## config.mk

```make
export PLATFORM = sky130hd
export DESIGN_NAME = lcxb_keygen
export DESIGN_NICKNAME = d
export VERILOG_FILES = /design/src/hw/rtl/lcxb_pkg.sv /design/src/hw/rtl/lcxb_keygen.sv
export SDC_FILE = /design/constraint.sdc
export NUM_CORES = 1
export LEC_CHECK = 0
export ABC_AREA = 1
export BUFFER_PORTS_ARGS = -buffer_cell sky130_fd_sc_hd__buf_2
export CORE_MARGIN = 4
export CORE_UTILIZATION = 44
export CTS_CLUSTER_DIAMETER = 80
export DETAILED_ROUTE_END_ITERATION = 8
export HOLD_SLACK_MARGIN = 0.02
export PLACE_DENSITY_LB_ADDON = 0.08
export SYNTH_ARGS = -nofsm -noshare
export SYNTH_HDL_FRONTEND = slang
export SYNTH_SLANG_ARGS = --single-unit
```

## constraint.sdc

```tcl
create_clock -name clk -period 23.4 [get_ports clk]
set_input_delay 0 -clock clk [delete_from_list [all_inputs] [get_ports clk]]
set_output_delay 0 -clock clk [all_outputs]
set_load 0.03 [all_outputs]
```

## src/hw/rtl/lcxb_pkg.sv

```systemverilog
// Shared constants and types for the chained XOR byte cipher.
package lcxb_pkg;

  localparam int LUT_DEPTH_DEF = 512;
  localparam int LUT_SCALE_DEF = 256;

  // Key entry index width covers the largest supported table (4096 entries).
  localparam int IDX_W = 12;

  // Key table write from the fill generator
  typedef struct packed {
    logic             vld;
    logic [IDX_W-1:0] idx;
    logic [7:0]       key;
  } key_wr_t;

endpackage

```

## src/hw/rtl/lcxb_keygen.sv

```systemverilog
// Key table fill: minimal-standard generator and scaling, one entry per cycle.
module lcxb_keygen #(
  parameter int LUT_DEPTH = lcxb_pkg::LUT_DEPTH_DEF,
  parameter int LUT_SCALE = lcxb_pkg::LUT_SCALE_DEF
) (
  input  logic             clk,
  input  logic             rst_n,
  output lcxb_pkg::key_wr_t wr_o,
  output logic             done_o
);
  import lcxb_pkg::*;

  localparam int          CW      = $clog2(LUT_DEPTH + 1);
  localparam int          PROD_W  = 46;
  localparam logic [30:0] PM_MOD  = 31'h7fffffff;
  localparam logic [14:0] PM_MUL  = 15'd16807;
  localparam logic [30:0] PM_SEED = 31'h000a2c2a;

  // s * 16807 mod (2^31 - 1), folded on the Mersenne modulus
  function automatic logic [30:0] pm_next(input logic [30:0] s);
    logic [PROD_W-1:0] p;
    logic [31:0]       sum;
    p   = PROD_W'(s) * PROD_W'(PM_MUL);
    sum = 32'(p[30:0]) + 32'(p[45:31]);
    if (sum >= {1'b0, PM_MOD}) begin
      sum = sum - {1'b0, PM_MOD};
    end
    return sum[30:0];
  endfunction

  // floor(x / (2^31 - 1)) for x below 2^46, low byte kept
  function automatic logic [7:0] mod_quot(input logic [PROD_W-1:0] x);
    logic [14:0] q0;
    logic [31:0] rem;
    logic [14:0] q;
    q0  = x[45:31];
    rem = 32'(x[30:0]) + 32'(q0);
    q   = (rem >= {1'b0, PM_MOD}) ? q0 + 15'd1 : q0;
    return q[7:0];
  endfunction

  // Start from the first draw so the top entry uses one generator step
  localparam logic [30:0] PM_SEED1 = pm_next(PM_SEED);

  logic [CW-1:0]     cnt_r;
  logic [30:0]       seed_r;
  logic              s1_vld_r;
  logic              s2_vld_r;
  logic [IDX_W-1:0]  s1_idx_r;
  logic [IDX_W-1:0]  s2_idx_r;
  logic [PROD_W-1:0] prod_r;
  logic [7:0]        key_r;

  always_ff @(posedge clk) begin
    if (!rst_n) begin
      cnt_r    <= CW'(LUT_DEPTH);
      seed_r   <= PM_SEED1;
      s1_vld_r <= 1'b0;
      s2_vld_r <= 1'b0;
    end else begin
      s1_vld_r <= (cnt_r != '0);
      s2_vld_r <= s1_vld_r;
      if (cnt_r != '0) begin
        cnt_r  <= cnt_r - CW'(1);
        seed_r <= pm_next(seed_r);
      end
    end
  end

  always_ff @(posedge clk) begin
    s1_idx_r <= IDX_W'(cnt_r - CW'(1));
    s2_idx_r <= s1_idx_r;
    prod_r   <= PROD_W'(seed_r) * PROD_W'(LUT_SCALE);
    key_r    <= mod_quot(prod_r);
  end

  assign wr_o.vld = s2_vld_r;
  assign wr_o.idx = s2_idx_r;
  assign wr_o.key = key_r;
  assign done_o   = (cnt_r == '0) && !s1_vld_r && !s2_vld_r;

  a_done_sticky: assert property (@(posedge clk) disable iff (!rst_n)
    done_o |=> done_o) else $error("fill done dropped");
  a_seed_nonzero: assert property (@(posedge clk) disable iff (!rst_n)
    seed_r != '0) else $error("generator seed reached zero");
  a_wr_in_table: assert property (@(posedge clk) disable iff (!rst_n)
    wr_o.vld |-> (32'(wr_o.idx) < 32'(LUT_DEPTH)))
    else $error("key write beyond table");

endmodule

```

==> impl_metrics.ini <==
[floorplan]
floorplan.initialDensity_pct = 44.8
dieHeight_um = 182
boundaryPins = 24
die_w_um = 182
die_area_um2 = 33200
fp.coreArea_um2 = 29800
fp-row-count = 63

[yosys]
synth-seq-cells = 104
synth-async-reset-ratio_pct = 0
synth.most_common_cell = sky130_fd_sc_hd__inv_1
synthesis.yosys.warnings = 0
syn_nets = 2117
synth_top_cells_by_count = sky130_fd_sc_hd__inv_1 (427), sky130_fd_sc_hd__nand2_1 (362), sky130_fd_sc_hd__ha_1 (205)
synth_ff_type = sky130_fd_sc_hd__dfxtp_1
ys_top_cells_by_area = sky130_fd_sc_hd__fa_1 (20%), sky130_fd_sc_hd__ha_1 (19%), sky130_fd_sc_hd__dfxtp_1 (16%)
number_of_synthesized_flops_with_an_enable_pin = 0
synth_largest_type_area_fraction_pct = 20.1
synthesis.area_um2 = 13400
yosys.area.top_type = sky130_fd_sc_hd__fa_1
syn_avg_cell_area_um2 = 7.52
sequential_share_of_the_synthesized_area_pct = 15.6
distinct_cells_synth = 46
cells_after_synth = 1776

[critical_path]
crit_arrival_ps = 9670
rrSetupSlack_ps = 14020
critical_path.max_stage_delay_ps = 580
worstPathMaxFanout = 16
critical_path.reg2reg.startpoint = seed_r[21]
worstReg2RegEnd = seed_r[13]
setup.worst_path.class = reg -> reg
setup.worst_path.start_class = flip-flop
worst_r2r_path_depth = 45
crit_path_start = seed_r[21]
cpMostUsedCell = sky130_fd_sc_hd__nand2_1
timing.critical_path.required_ps = 23690
timing.critical_path.to_type = flip-flop
slowest_stage = sky130_fd_sc_hd__dfxtp_1

[clocking]
cts-htree-levels = 3
cts-root-buf = sky130_fd_sc_hd__clkbuf_16
tritoncts_clock_tree = built
cts_buf_count = 9
clock_sinks = 104
hold_buffers = 0
ctsLongestPathBuffers = 2
ctsResizeCount = 0
cts_post_setup_buffers_inserted = 0
cts.clk_slew.worst_paths_ps = 60
worstSkewPairLatency_ps = 350

[routing]
vias = 11100
finalWirelength_mm = 38.3
first_iter_violations = 648
detail_route.drc_violations = 0
via_per_inst = 5.07
drtPass1Iterations = 5
route.antenna.remaining_nets = 0
wire_per_inst_um = 17.4

[timing]
period_share_pct = 40.1
worst-slew-pin-transition_ps = 862
timing.clock.skew_ps = 5.19
grt_setup_unrepaired = no
max_freq_mhz = 107
fin_setup_tns_ps = 0
finalHoldViolCount = 0
final-max-slew-violation-count = 0
worst_slew_margin_rel_pct = 42.4
finalCriticalPeriod_ps = 9380
setup_viol = 0

[hold_path]
holdPathEnd = cnt_r[9]
worstHoldPathType = in -> reg
min_path_cells = 2
hold_start = rst_n

[global_route]
grt_max_degree = 42
first_global_vias = 11200
number_of_antenna_violations_at_the_first_check_in_global_routing = 0
total_routing_usage_gr_pct = 23.6
first_pass_grt_wire_length_mm = 61.0
globalRoute.totalOverflow = 0

[run_status]
status = finished clean

[cells_and_area]
layout-area-overhead-vs-synth_pct = 6.40
final_net_count = 2141
layout-drive-gt1-share_pct = 7.04
antennaDiodeCount = 0

[placed_design]
dp_hpwl_mm = 33.0
routability_congestion_estimate = 1.05
port-buffer-count = 23

[job]
maxCapViolations = 0
==> metrics by stage <==
stage | area [um^2] | setup WS (ps) | instances | hold slack, ps | util (%)
after floorplan | 13400 | 15760 | 1776 | 153 | -
final | 14200 | 14020 | 2195 | 101 | 47.7
after global placement | 13900 | 14010 | 2179 | 312 | 46.7
after CTS | 14200 | 14060 | 2195 | 109 | 47.7
after global routing | 14200 | 13260 | 2195 | 92.9 | 47.7
after detailed placement | 13900 | 14150 | 2179 | 314 | 46.7
==> how the worst max path moves through the flow <==
stage	endpoint
after floorplan	seed_r[0]
after global placement	seed_r[13]
after detailed placement	seed_r[15]
after CTS	seed_r[13]
after global routing	seed_r[15]
final	seed_r[13]
==> final cells by class <==
class,instances,area (um^2)
well taps,390,488
inverters,455,1710
clock buffers,11,233
multi-input cells,1204,9500
repair buffers,26,138
flip-flops and latches,104,2080
clock inverters,5,63.8
fillers,3122,15600
==> per-layer routing <==
layer / track usage (%) / routed length, um / vias up
met5: 0 / 0 / -
met4: 7.81 / 1510 / 0
met3: 3.75 / 1980 / 82
met2: 39.9 / 18000 / 311
met1: 30.9 / 16800 / 5215
li1: - / - / 5525
==> cells in the final DEF, fill, tap and decap left out, types with 6 or more instances in the layout <==
cell type                   instances
sky130_fd_sc_hd__inv_1            427
sky130_fd_sc_hd__nand2_1          362
sky130_fd_sc_hd__ha_1             205
sky130_fd_sc_hd__fa_1             134
sky130_fd_sc_hd__nand3_1          108
sky130_fd_sc_hd__dfxtp_1          104
sky130_fd_sc_hd__nor2_1            94
sky130_fd_sc_hd__a21oi_1           75
sky130_fd_sc_hd__xor2_1            33
sky130_fd_sc_hd__nand4_1           32
sky130_fd_sc_hd__nand2_2           29
sky130_fd_sc_hd__o21ai_0           23
sky130_fd_sc_hd__buf_2             23
sky130_fd_sc_hd__inv_2             19
sky130_fd_sc_hd__nor2_2            14
sky130_fd_sc_hd__xnor2_1           12
sky130_fd_sc_hd__nor3_1            10
sky130_fd_sc_hd__o21ai_1           10
sky130_fd_sc_hd__clkbuf_16          9
sky130_fd_sc_hd__nand3_2            8
sky130_fd_sc_hd__clkinv_1           8
sky130_fd_sc_hd__nor2_4             7
sky130_fd_sc_hd__o211ai_1           7
sky130_fd_sc_hd__a21o_1             6
sky130_fd_sc_hd__nor4_1             6
==> registers in the layout, summed over array words and instances (netlist names) <==
name      count
s1_idx_r     11
s2_vld_r      1
cnt_r        10
seed_r       31
key_r         8
s1_vld_r      1
prod_r       31
s2_idx_r     11
==> worst max-delay path: cells and delay by family, from the launching register on <==
kind                     cells  cell delay (ps)
buffers and inverters       10              820
XOR/XNOR                     2              550
flip-flops                   1              580
AO/OA/AOI/OAI                5             1210
AND/OR/NAND/NOR             20             2440
adder cells (fa/ha/maj)      8             3710
==> logic make-up after synthesis <==
group | synth area share (%)
DFF | 15.6
adders and majority gates | 39.3
buffers and inverters | 13.3
and+or+nand+nor | 23.2
AOI/OAI and AO/OA | 5.49
xor gates and xnor gates | 3.19
Power is not shown: default switching activity piles up to over one toggle a cycle in this logic, so the estimate is an artifact.
